==> config.mk <==
export PLATFORM = sky130hd
export DESIGN_NAME = neighbor_port_learning_table_core
export DESIGN_NICKNAME = d
export VERILOG_FILES = /design/src/hw/rtl/nplt_pkg.sv /design/src/hw/rtl/nplt_cfg.sv /design/src/hw/rtl/nplt_ram.sv /design/src/hw/rtl/nplt_scan.sv /design/src/hw/rtl/neighbor_port_learning_table_core.sv
export SDC_FILE = /design/constraint.sdc
export NUM_CORES = 1
export LEC_CHECK = 0
export BUFFER_PORTS_ARGS = -buffer_cell sky130_fd_sc_hd__buf_2
export CAP_MARGIN = 5
export CORE_MARGIN = 2
export CORE_UTILIZATION = 55
export CTS_CLUSTER_DIAMETER = 30
export DETAILED_ROUTE_END_ITERATION = 8
export PLACE_DENSITY = 0.81
export SLEW_MARGIN = 10
export SYNTH_ARGS = -nofsm -noshare
export SYNTH_HDL_FRONTEND = slang
export SYNTH_SLANG_ARGS = --single-unit
==> constraint.sdc <==
create_clock -name clk -period 3.2 [get_ports clk]
set_input_delay 0.32 -clock clk [delete_from_list [all_inputs] [get_ports clk]]
set_output_delay 0.32 -clock clk [all_outputs]
set_load 0.01 [all_outputs]
==> src/hw/rtl/nplt_pkg.sv <==
// ----------------------------------------------------------------------------
// nplt_pkg
// Shared types, codes and helpers for the neighbor port learning table.
// ----------------------------------------------------------------------------
package nplt_pkg;

  localparam int TABLE_ENTRIES = 8;
  localparam int IDX_W = (TABLE_ENTRIES > 1) ? $clog2(TABLE_ENTRIES) : 1;
  localparam logic [IDX_W-1:0] LAST_IDX = IDX_W'(TABLE_ENTRIES - 1);

  localparam int PADDR_W = 4;
  localparam int PDATA_W = 32;

  // register indexes (paddr[3:2])
  localparam logic [1:0] REG_NUM_PORTS  = 2'd0;
  localparam logic [1:0] REG_READY_MASK = 2'd1;
  localparam logic [1:0] REG_UNASSIGNED = 2'd2;
  localparam logic [1:0] REG_BROADCAST  = 2'd3;

  localparam logic OP_LEARN  = 1'b0;
  localparam logic OP_LOOKUP = 1'b1;

  localparam logic [1:0] ST_OK       = 2'd0;
  localparam logic [1:0] ST_INVALID  = 2'd1;
  localparam logic [1:0] ST_FULL     = 2'd2;
  localparam logic [1:0] ST_NO_ROUTE = 2'd3;

  typedef struct packed {
    logic       operation;
    logic [7:0] nbr_addr;
    logic [7:0] port_id;
  } in_word_t;

  typedef struct packed {
    logic [1:0] status;
    logic [2:0] egress_port;
    logic [7:0] port_mask;
  } out_word_t;

  typedef struct packed {
    logic [3:0] num_ports;
    logic [7:0] port_ready_mask;
    logic [7:0] unassigned_addr;
    logic [7:0] broadcast_addr;
  } cfg_t;

  typedef struct packed {
    logic [7:0] addr;
    logic [2:0] port;
  } entry_t;

  // memory write request from the scanner
  typedef struct packed {
    logic             we;
    logic [IDX_W-1:0] waddr;
    entry_t           wdata;
  } ram_wr_t;

  function automatic logic port_ready(cfg_t cfg, logic [7:0] p);
    logic ok;
    ok = (p < 8'd8) && (p < {4'b0, cfg.num_ports});
    return ok && cfg.port_ready_mask[p[2:0]];
  endfunction

  function automatic logic [7:0] ready_ports(cfg_t cfg);
    logic [7:0] m;
    m = '0;
    for (int p = 0; p < 8; p++) begin
      m[p] = port_ready(cfg, 8'(p));
    end
    return m;
  endfunction

endpackage

==> src/hw/rtl/nplt_cfg.sv <==
// ----------------------------------------------------------------------------
// nplt_cfg
// APB register block: port count, ready mask, unassigned and broadcast address.
// ----------------------------------------------------------------------------
module nplt_cfg (
  input  logic                        clk,
  input  logic                        rst,
  input  logic                        psel,
  input  logic                        penable,
  input  logic                        pwrite,
  input  logic [nplt_pkg::PADDR_W-1:0] paddr,
  input  logic [nplt_pkg::PDATA_W-1:0] pwdata,
  output logic [nplt_pkg::PDATA_W-1:0] prdata,
  output logic                        pready,
  output nplt_pkg::cfg_t              cfg
);
  import nplt_pkg::*;

  logic       wr;
  logic [1:0] idx;

  assign pready = 1'b1;
  assign wr     = psel && penable && pwrite;
  assign idx    = paddr[3:2];

  always_ff @(posedge clk) begin
    if (rst) begin
      cfg.num_ports       <= 4'd1;
      cfg.port_ready_mask <= 8'd1;
      cfg.unassigned_addr <= 8'd0;
      cfg.broadcast_addr  <= 8'hFF;
    end else if (wr) begin
      case (idx)
        REG_NUM_PORTS:  cfg.num_ports       <= pwdata[3:0];
        REG_READY_MASK: cfg.port_ready_mask <= pwdata[7:0];
        REG_UNASSIGNED: cfg.unassigned_addr <= pwdata[7:0];
        REG_BROADCAST:  cfg.broadcast_addr  <= pwdata[7:0];
        default: ;
      endcase
    end
  end

  always_comb begin
    case (idx)
      REG_NUM_PORTS:  prdata = {28'd0, cfg.num_ports};
      REG_READY_MASK: prdata = {24'd0, cfg.port_ready_mask};
      REG_UNASSIGNED: prdata = {24'd0, cfg.unassigned_addr};
      REG_BROADCAST:  prdata = {24'd0, cfg.broadcast_addr};
      default:        prdata = '0;
    endcase
  end

endmodule

==> src/hw/rtl/nplt_ram.sv <==
// ----------------------------------------------------------------------------
// nplt_ram
// Entry store: address and port per slot, one write and one registered read.
// ----------------------------------------------------------------------------
module nplt_ram (
  input  logic                        clk,
  input  nplt_pkg::ram_wr_t           wr,
  input  logic [nplt_pkg::IDX_W-1:0]  raddr,
  output nplt_pkg::entry_t            rdata
);
  import nplt_pkg::*;

  entry_t mem [TABLE_ENTRIES];

  always_ff @(posedge clk) begin
    if (wr.we) begin
      mem[wr.waddr] <= wr.wdata;
    end
    rdata <= mem[raddr];
  end

endmodule

==> src/hw/rtl/nplt_scan.sv <==
// ----------------------------------------------------------------------------
// nplt_scan
// Item sequencer: checks, streams entries out of the store, decides, writes
// back and holds the result word until taken.
// ----------------------------------------------------------------------------
module nplt_scan (
  input  logic                       clk,
  input  logic                       rst,
  input  nplt_pkg::cfg_t             cfg,
  input  logic                       in_valid,
  output logic                       in_ready,
  input  nplt_pkg::in_word_t         in_data,
  output logic                       out_valid,
  input  logic                       out_ready,
  output nplt_pkg::out_word_t        out_data,
  output nplt_pkg::ram_wr_t          ram_wr,
  output logic [nplt_pkg::IDX_W-1:0] ram_raddr,
  input  nplt_pkg::entry_t           ram_rdata
);
  import nplt_pkg::*;

  localparam logic [1:0] S_IDLE = 2'd0;
  localparam logic [1:0] S_SCAN = 2'd1;
  localparam logic [1:0] S_EMIT = 2'd2;

  logic [1:0]         state;
  in_word_t           item;
  out_word_t          res;
  logic [TABLE_ENTRIES-1:0] used;
  logic [IDX_W-1:0]   issue_idx;
  logic               issue_more;
  logic               data_vld;
  logic [IDX_W-1:0]   data_idx;
  logic               free_vld;
  logic [IDX_W-1:0]   free_idx;

  logic               cur_used;
  logic               hit;
  logic               last;
  logic               accept;
  logic               load_out;

  assign in_ready  = (state == S_IDLE);
  assign accept    = in_valid && in_ready;
  assign load_out  = (state == S_EMIT) && (!out_valid || out_ready);
  assign ram_raddr = issue_idx;

  assign cur_used = used[data_idx];
  assign hit      = cur_used && (ram_rdata.addr == item.nbr_addr);
  assign last     = (data_idx == LAST_IDX);

  // learn write-back, decided on the entry now coming out of the store
  always_comb begin
    ram_wr       = '0;
    ram_wr.wdata = '{addr: item.nbr_addr, port: item.port_id[2:0]};
    if (state == S_SCAN && data_vld && item.operation == OP_LEARN) begin
      if (hit) begin
        ram_wr.we    = 1'b1;
        ram_wr.waddr = data_idx;
      end else if (last && (free_vld || !cur_used)) begin
        ram_wr.we    = 1'b1;
        ram_wr.waddr = free_vld ? free_idx : data_idx;
      end
    end
  end

  always_ff @(posedge clk) begin
    if (rst) begin
      state      <= S_IDLE;
      used       <= '0;
      out_valid  <= 1'b0;
      issue_more <= 1'b0;
      data_vld   <= 1'b0;
      free_vld   <= 1'b0;
    end else begin
      if (load_out) begin
        out_valid <= 1'b1;
      end else if (out_ready) begin
        out_valid <= 1'b0;
      end
      case (state)
        S_IDLE: begin
          if (accept) begin
            item       <= in_data;
            issue_idx  <= '0;
            issue_more <= 1'b1;
            data_vld   <= 1'b0;
            free_vld   <= 1'b0;
            if (in_data.operation == OP_LEARN) begin
              if (in_data.nbr_addr == cfg.unassigned_addr ||
                  !port_ready(cfg, in_data.port_id)) begin
                res   <= '{status: ST_INVALID, egress_port: 3'd0, port_mask: 8'd0};
                state <= S_EMIT;
              end else begin
                state <= S_SCAN;
              end
            end else if (in_data.nbr_addr == cfg.broadcast_addr) begin
              res   <= '{status: ST_OK, egress_port: 3'd0, port_mask: ready_ports(cfg)};
              state <= S_EMIT;
            end else begin
              state <= S_SCAN;
            end
          end
        end
        S_SCAN: begin
          data_vld <= issue_more;
          data_idx <= issue_idx;
          if (issue_more) begin
            if (issue_idx == LAST_IDX) begin
              issue_more <= 1'b0;
            end else begin
              issue_idx <= issue_idx + 1'b1;
            end
          end
          if (data_vld) begin
            if (item.operation == OP_LEARN) begin
              if (hit) begin
                res   <= '{status: ST_OK, egress_port: 3'd0, port_mask: 8'd0};
                state <= S_EMIT;
              end else if (last) begin
                if (free_vld || !cur_used) begin
                  used[free_vld ? free_idx : data_idx] <= 1'b1;
                  res <= '{status: ST_OK, egress_port: 3'd0, port_mask: 8'd0};
                end else begin
                  res <= '{status: ST_FULL, egress_port: 3'd0, port_mask: 8'd0};
                end
                state <= S_EMIT;
              end else if (!cur_used && !free_vld) begin
                free_vld <= 1'b1;
                free_idx <= data_idx;
              end
            end else begin
              if (hit && port_ready(cfg, {5'd0, ram_rdata.port})) begin
                res   <= '{status: ST_OK, egress_port: ram_rdata.port,
                           port_mask: 8'd1 << ram_rdata.port};
                state <= S_EMIT;
              end else if (last) begin
                res   <= '{status: ST_NO_ROUTE, egress_port: 3'd0, port_mask: 8'd0};
                state <= S_EMIT;
              end
            end
          end
        end
        S_EMIT: begin
          if (load_out) begin
            state <= S_IDLE;
          end
        end
        default: state <= S_IDLE;
      endcase
    end
  end

  always_ff @(posedge clk) begin
    if (load_out) begin
      out_data <= res;
    end
  end

  a_busy_after_accept: assert property (@(posedge clk) disable iff (rst)
    accept |=> !in_ready)
    else $error("took a new word right after accepting one");

  a_write_only_learn: assert property (@(posedge clk) disable iff (rst)
    ram_wr.we |-> (state == S_SCAN) && (item.operation == OP_LEARN))
    else $error("entry write outside a learn scan");

  a_write_ends_scan: assert property (@(posedge clk) disable iff (rst)
    ram_wr.we |=> state == S_EMIT)
    else $error("scan continued after write-back");

  a_learn_result_clean: assert property (@(posedge clk) disable iff (rst)
    (state == S_EMIT && item.operation == OP_LEARN) |->
      (res.egress_port == 3'd0 && res.port_mask == 8'd0))
    else $error("learn result carries a port");

endmodule

==> src/hw/rtl/neighbor_port_learning_table_core.sv <==
// ----------------------------------------------------------------------------
// neighbor_port_learning_table_core
// Learning table mapping neighbor addresses to egress ports.
// ----------------------------------------------------------------------------
// One word in, one word out. Items are handled one at a time: a learn or a
// unicast lookup streams the entry store through its single registered read
// port, one entry per cycle, and ends early on a hit (for a lookup, a hit on a
// ready port) or after the last slot; invalid learns and broadcast lookups
// skip the store. The result word turns valid in the same cycle that the block
// turns ready for the next word. A new word is taken while the previous result
// still waits on out_ready; its own result then waits, and holds off the input,
// until that word is taken.
// The used bits clear at reset, so no clearing pass is needed. Registers:
// 0x0 num_ports, 0x4 port_ready_mask, 0x8 unassigned_addr, 0xC broadcast_addr.
module neighbor_port_learning_table_core (
  input  logic                         clk,
  input  logic                         rst,
  input  logic                         psel,
  input  logic                         penable,
  input  logic                         pwrite,
  input  logic [nplt_pkg::PADDR_W-1:0] paddr,
  input  logic [nplt_pkg::PDATA_W-1:0] pwdata,
  output logic [nplt_pkg::PDATA_W-1:0] prdata,
  output logic                         pready,
  input  logic                         in_valid,
  output logic                         in_ready,
  input  nplt_pkg::in_word_t           in_data,
  output logic                         out_valid,
  input  logic                         out_ready,
  output nplt_pkg::out_word_t          out_data
);
  import nplt_pkg::*;

  cfg_t             cfg;
  ram_wr_t          ram_wr;
  logic [IDX_W-1:0] ram_raddr;
  entry_t           ram_rdata;

  nplt_cfg u_cfg (
    .clk     (clk),
    .rst     (rst),
    .psel    (psel),
    .penable (penable),
    .pwrite  (pwrite),
    .paddr   (paddr),
    .pwdata  (pwdata),
    .prdata  (prdata),
    .pready  (pready),
    .cfg     (cfg)
  );

  nplt_ram u_ram (
    .clk   (clk),
    .wr    (ram_wr),
    .raddr (ram_raddr),
    .rdata (ram_rdata)
  );

  nplt_scan u_scan (
    .clk       (clk),
    .rst       (rst),
    .cfg       (cfg),
    .in_valid  (in_valid),
    .in_ready  (in_ready),
    .in_data   (in_data),
    .out_valid (out_valid),
    .out_ready (out_ready),
    .out_data  (out_data),
    .ram_wr    (ram_wr),
    .ram_raddr (ram_raddr),
    .ram_rdata (ram_rdata)
  );

endmodule

==> impl_metrics.py, run 1 <==
metrics = {
    "route": {
        "vias_per_cell": 6.09,
        "drt_wl_total_mm": 17.3,
        "ant_nets": 0,
        "drtIter0Drc": 615,
        "wire_per_inst_um": 20.7,
        "drtPass1Iterations": 6,
        "route.detailed.drc": 0,
        "vias": 5078,
    },
    "floorplan": {
        "coreArea_um2": 14600,
        "io_pins": 108,
        "start_util_pct": 56.4,
        "die_y_um": 126,
        "die-area_um2": 16000,
        "rows": 44,
        "die_width_um": 126,
    },
    "yosys": {
        "syn_area_um2": 8230,
        "ys_seq_area_share_pct": 62.2,
        "synth_top_cell_by_area": "edfxtp_1",
        "synth_top_area_share_pct": 49.3,
        "synthFlopType": "edfxtp_1",
        "ys_top_cells_by_area": "edfxtp_1 (49%), dfxtp_1 (13%), mux4_2 (7.4%)",
        "async_flop_share_pct": 0,
        "synth_cell_type_count": 60,
        "synth_cells": 575,
        "ys.warnings.count": 0,
        "syn_avg_cell_area_um2": 14.3,
        "synth_edf_count": 135,
        "synth_seq_cells": 188,
    },
    "place": {
        "dpl.hpwl_mm": 11.7,
        "dpl_cell_area_um2": 8640,
        "numPortBuffers": 56,
        "place_congestion": 0.914,
        "dp_slack_ps": 469,
    },
    "global_routing": {
        "grt_first_pass_wirelength_mm": 27.4,
        "antenna_found_initial": 0,
        "grt_overflow": 0,
        "grt_usage_pct": 22.8,
        "grt_max_degree": 48,
        "grt_pass1_vias": 4973,
    },
    "clock_tree": {
        "tritoncts": "done",
        "ctsHoldBuffers": 0,
        "cts_buffers": 17,
        "cts.sinks": 188,
        "cts.clk_slew.worst_paths_ps": 60,
        "htreeDepth": 4,
        "cts-root-buf": "clkbuf_16",
        "ctsResizeCount": 0,
        "clock_path_buffers": 2,
        "cts_setup_buffers": 0,
        "clk_latency_ps": 440,
    },
    "timing": {
        "tns_ps": 0,
        "setup_viol": 0,
        "worst_slew_pin_slew_ps": 1080,
        "fin_ws_ps": 443,
        "fmax_ghz": 0.363,
        "hold_viol": 0,
        "slew_headroom_pct": 27.9,
        "clock-skew-final_ps": 11.8,
        "post-route-period-util_pct": 86.1,
        "period_needed_ps": 2760,
        "rsz0062_at_grt": "no",
        "drv_slew": 0,
    },
    "critical_path": {
        "endpoint_kind": "flip-flop",
        "path_class": "reg2reg",
        "cp_data_required_time_ps": 3320,
        "worstPathArrival_ps": 2880,
        "critPathLaunchType": "flip-flop",
        "reg2reg_depth": 7,
        "critPathMaxFanout": 11,
    },
    "layout": {
        "drive_gt1_share_pct": 23.4,
        "fin_area_um2": 9210,
        "post-route-util_pct": 63.1,
        "layout.nets": 704,
        "areaGrowthSynthToFinish_pct": 11.9,
        "diodes": 0,
        "fillers": 1013,
    },
    "pwr": {
        "power_per_cell_area_nw_per_um2": 546,
        "vdd_drop_max_mv": 0.380,
        "power.leakage_nw": 3.31,
        "power_w": 0.00502,
    },
    "job": {
        "cap_viol_max_count": 0,
    },
    "hold_path": {
        "hp-class": "in2reg",
        "holdPathStages": 1,
    },
    "run_status": {
        "status": "completed",
    },
}
-- flip-flops by register name, indices dropped and copies added (netlist names), 2 cells and up --
register,flops
u_scan.state,2
u_scan.data_idx,3
u_scan.res,13
u_scan.ram_raddr,3
u_ram.mem,88
u_scan.out_data,13
u_scan.ram_wr,11
u_cfg.cfg,28
u_scan.used,8
u_ram.rdata,11
u_scan.free_idx,3
-- cells in the final DEF (no fill, tap or decap), drive strengths merged, types with 10 or more instances in the layout --
cell / count
clkbuf: 27
mux4: 29
xnor2: 15
nand3: 15
conb: 25
o21ai: 10
mux2i: 31
edfxtp: 135
nor3: 14
dfxtp: 53
nand2: 32
buf: 69
mux2: 19
nor2: 49
-- logic make-up (layout without fill, tap and decap cells) --
kind of cell	count (synthesis)	count (layout)	synth area share [%]
flip-flops	188	188	62.2
AND/OR/NAND/NOR	160	160	9.70
multiplexers	79	79	14.6
buffers and inverters	58	110	3.97
AO/OA/AOI/OAI	57	57	5.84
XOR/XNOR	24	24	2.56
adder cells (fa/ha/maj)	7	7	1.06
other	2	25	0.0913
-- worst paths after layout --
path	slack (ps)	startpoint	end
max	440	u_scan.data_idx[1]$_DFFE_PP_	u_ram.mem[5][0]$_DFFE_PP_
min	130	in_data[16]	u_scan.item[16]$_DFFE_PP_
max reg2reg	440	u_scan.data_idx[1]$_DFFE_PP_	u_ram.mem[5][0]$_DFFE_PP_
min reg2reg	420	u_scan.res[1]$_DFFE_PP_	u_scan.out_data[1]$_DFFE_PP_
-- through the flow --
| stage | std cells | hold slack, ps |
|---|---|---|
| after global placement | 802 | 408 |
| after detailed placement | 802 | 406 |
| final | 834 | 132 |
| after CTS | 834 | 115 |
| after floorplan | 598 | 400 |
| after global routing | 834 | 120 |
-- metal layers --
layer	vias to the layer above	track usage, %	part of all wire, %	wire [µm]
met4	0	7.82	1.7	291
met2	253	37.5	51	8840
li1	2263	-	-	-
met3	26	5.53	7.5	1290
met5	-	0	0	0
met1	2536	30.0	40	6880
-- synth_stat cells, drive strengths merged (3+ instances only) --
cell / number
o31ai: 3
a22o: 5
nand4: 3
nor3: 14
xor2: 9
a31oi: 5
or4: 4
dfxtp: 53
or3: 4
nand2b: 4
nand3b: 9
o21ai: 10
ha: 7
and3: 3
a21oi: 8
buf: 37
edfxtp: 135
nor4: 3
clkbuf: 12
mux2: 19
a211oi: 3
a221oi: 3
and4: 4
nand2: 32
nor2: 49
mux2i: 31
nand3: 15
nor2b: 6
a41oi: 4
inv: 9
and2: 7
mux4: 29
xnor2: 15
-- final cells by class --
cell class	count	area [µm²]	area share [%]
clock buffer	27	504	5.48
clock inverter	5	60.1	0.652
inverter	9	33.8	0.367
multi-input combinational	352	2870	31.2
sequential	188	5110	55.6
tap	184	230	2.50
timing repair buffer	69	390	4.24
-- critical path, cell delays in order (launching register included) --
cell and delay, ps:
edfxtp_1 480, mux4_1 660, mux2i_4 230, or3_1 140, buf_4 170, mux2i_1 290, and4_1 240, buf_4 240
-- power breakdown --
group / internal (W) / switching (W)
logic: 0.000131 / 0.000170
clock network: 0.00116 / 0.000855
registers: 0.00265 / 0.0000573
Power figures use the tool's default switching activity.
==> run 2, diff against run 1 <==
ABC_AREA = 1   (was not set)
PLACE_DENSITY = 0.8   (was 0.81)
SKIP_LAST_GASP = 1   (was not set)
==> run 2 against run 1 <==
Effect of this change:
- sequential cell count unchanged
- power up 11%
- maximum frequency up 11%
- global-route usage up 0.61 points
- critical endpoint is now u_ram.mem[4][6]$_DFFE_PP_
- synthesized area up 1.5%
- register-to-register slack better by 270 ps
- critical path depth up 5
- utilization down 0.63 points
- clock skew down 0.69 ps
- critical path type unchanged
- highest routed layer unchanged
==> impl_metrics.py, run 2 <==
metrics = {
    "run_status": {
        "status": "completed",
    },
    "timing": {
        "slew_headroom_pct": 27.7,
        "drv_slew": 0,
        "hold_viol": 0,
        "setup_viol": 0,
        "tns_ps": 0,
        "clock-skew-final_ps": 11.1,
        "post-route-period-util_pct": 77.6,
        "worst_slew_pin_slew_ps": 1080,
        "fmax_ghz": 0.403,
        "period_needed_ps": 2480,
        "rsz0062_at_grt": "no",
    },
    "clock_tree": {
        "clock_path_buffers": 2,
        "ctsResizeCount": 0,
        "tritoncts": "done",
        "cts.clk_slew.worst_paths_ps": 70,
        "cts_buffers": 17,
        "htreeDepth": 4,
        "ctsHoldBuffers": 0,
        "clk_latency_ps": 440,
        "cts.sinks": 188,
        "cts_setup_buffers": 0,
        "cts-root-buf": "clkbuf_16",
    },
    "layout": {
        "post-route-util_pct": 62.5,
        "largestRegisters": "u_ram.mem x88, u_cfg.cfg x28",
        "drive_gt1_share_pct": 13.5,
        "most-common-layout-cells": "nand2_1 (148), nor2_1 (142), edfxtp_1 (135)",
        "largest_register_ffs": 88,
        "diodes": 0,
        "areaGrowthSynthToFinish_pct": 12.5,
        "regMostFlops": "u_ram.mem",
        "final_cells": 1128,
        "final_common_cell": "nand2_1",
        "fin_area_um2": 9390,
        "layout.nets": 994,
    },
    "floorplan": {
        "die_y_um": 127,
        "die-area_um2": 16200,
        "rows": 45,
        "die_width_um": 127,
        "coreArea_um2": 15000,
        "io_pins": 108,
        "start_util_pct": 55.5,
    },
    "yosys": {
        "ys_top_cells_by_area": "edfxtp_1 (49%), dfxtp_1 (13%), nand2_1 (6.7%)",
        "synth_cells": 863,
        "synth_top_area_share_pct": 48.5,
        "synthFlopType": "edfxtp_1",
        "async_flop_share_pct": 0,
        "ys_seq_area_share_pct": 61.3,
        "synth_top_cell_by_area": "edfxtp_1",
        "synth_seq_cells": 188,
        "synth_edf_count": 135,
        "ys.warnings.count": 0,
        "synthMostInstantiatedCell": "nand2_1",
        "synth_cell_type_count": 42,
        "syn_area_um2": 8350,
        "syn_avg_cell_area_um2": 9.68,
        "synth_common_cells": "nand2_1 (148), nor2_1 (142), edfxtp_1 (135)",
    },
    "route": {
        "drt_wl_total_mm": 18.2,
        "wire_per_inst_um": 16.1,
        "drtPass1Iterations": 6,
        "route.detailed.drc": 0,
        "drtIter0Drc": 458,
        "vias_per_cell": 5.50,
        "ant_nets": 0,
        "vias": 6201,
    },
    "critical_path": {
        "endpoint_kind": "flip-flop",
        "cp_data_required_time_ps": 3320,
        "worstPathArrival_ps": 2600,
        "path_class": "reg2reg",
        "critPathLaunchType": "flip-flop",
        "critPathMaxFanout": 11,
    },
    "global_routing": {
        "grt_max_degree": 45,
        "gr-max-usage-layer": "met2",
        "grt_pass1_vias": 5982,
        "gr-usage-met1_pct": 27.8,
        "grt_usage_pct": 23.4,
        "grtUsageMet2_pct": 40.3,
        "grt_use_met3_pct": 5.78,
        "antenna_found_initial": 0,
        "grt_first_pass_wirelength_mm": 29.1,
        "grt_overflow": 0,
    },
    "place": {
        "place_congestion": 0.934,
        "numPortBuffers": 56,
        "place_inst": 1096,
        "dpl_cell_area_um2": 8780,
        "dpl.hpwl_mm": 12.1,
    },
    "job": {
        "cap_viol_max_count": 0,
    },
    "hold_path": {
        "hp-class": "in2reg",
    },
    "pwr": {
        "vdd_drop_max_mv": 0.359,
        "power_w": 0.00555,
        "power.leakage_nw": 3.75,
        "power_per_cell_area_nw_per_um2": 592,
    },
}
[run 2: path summary, 6_finish.rpt]
kind / to / cells after the start / slack (ps) / from
setup / recovery: u_ram.mem[4][6]$_DFFE_PP_ / 12 / 720 / u_scan.ram_wr[6]$_DFFE_PP_
hold / removal: u_scan.free_vld$_SDFFE_PP0P_ / 2 / 120 / in_valid
setup reg to reg: u_ram.mem[4][6]$_DFFE_PP_ / 12 / 720 / u_scan.ram_wr[6]$_DFFE_PP_
hold reg to reg: u_scan.out_data[6]$_DFFE_PP_ / 0 / 420 / u_scan.res[6]$_DFFE_PP_
[run 2: logic make-up (layout without fill, tap and decap cells)]
family | Yosys count | in the layout | synth area share [%]
flip-flops | 188 | 188 | 61.3
AO/OA/AOI/OAI | 158 | 158 | 10.8
buffers and inverters | 139 | 193 | 7.43
XOR/XNOR | 16 | 16 | 1.68
other | 2 | 25 | 0.0899
adder cells (fa/ha/maj) | 7 | 7 | 1.05
AND/OR/NAND/NOR | 353 | 353 | 17.7
[run 2: routing by layer]
layer,vias up,part of all wire [%]
li1,3002,-
met1,2857,39
met2,287,51
met3,55,6.6
met4,0,3.3
met5,-,0
[run 2: report_power, final]
| part | internal, W | leakage, nW | switching, W | total [W] |
|---|---|---|---|---|
| registers | 0.00271 | 1.66 | 0.0000875 | 0.00280 |
| clock network | 0.00124 | 0.294 | 0.000937 | 0.00218 |
| logic | 0.000189 | 1.80 | 0.000387 | 0.000576 |
[run 2: cell type report]
type | count | area, µm²
Multi-Input combinational cell | 559 | 2700
Fill cell | 1151 | 5640
Inverter | 91 | 344
Sequential cell | 188 | 5110
Clock buffer | 17 | 425
Clock inverter | 15 | 184
Timing Repair Buffer | 70 | 385
Tap cell | 188 | 235
[run 2: stage by stage]
| step | hold WS, ps | worst slack [ps] |
|---|---|---|
| 2_1_floorplan | 400 | 574 |
| 3_3_place_gp | 402 | 897 |
| 3_5_place_dp | 406 | 761 |
| 4_1_cts | 103 | 743 |
| 5_1_grt | 101 | 550 |
| 6_report | 123 | 718 |
[run 2: worst max-delay path, cell delays in order, from the launching register on]
cell,delay [ps]
edfxtp_1,560
inv_1,150
nand2_1,70
nand2_1,70
nand2_1,50
nor2_1,100
nand2_1,180
nor2_8,210
nand2_1,90
o21ai_1,170
nand3_1,140
nor2_1,120
buf_4,250
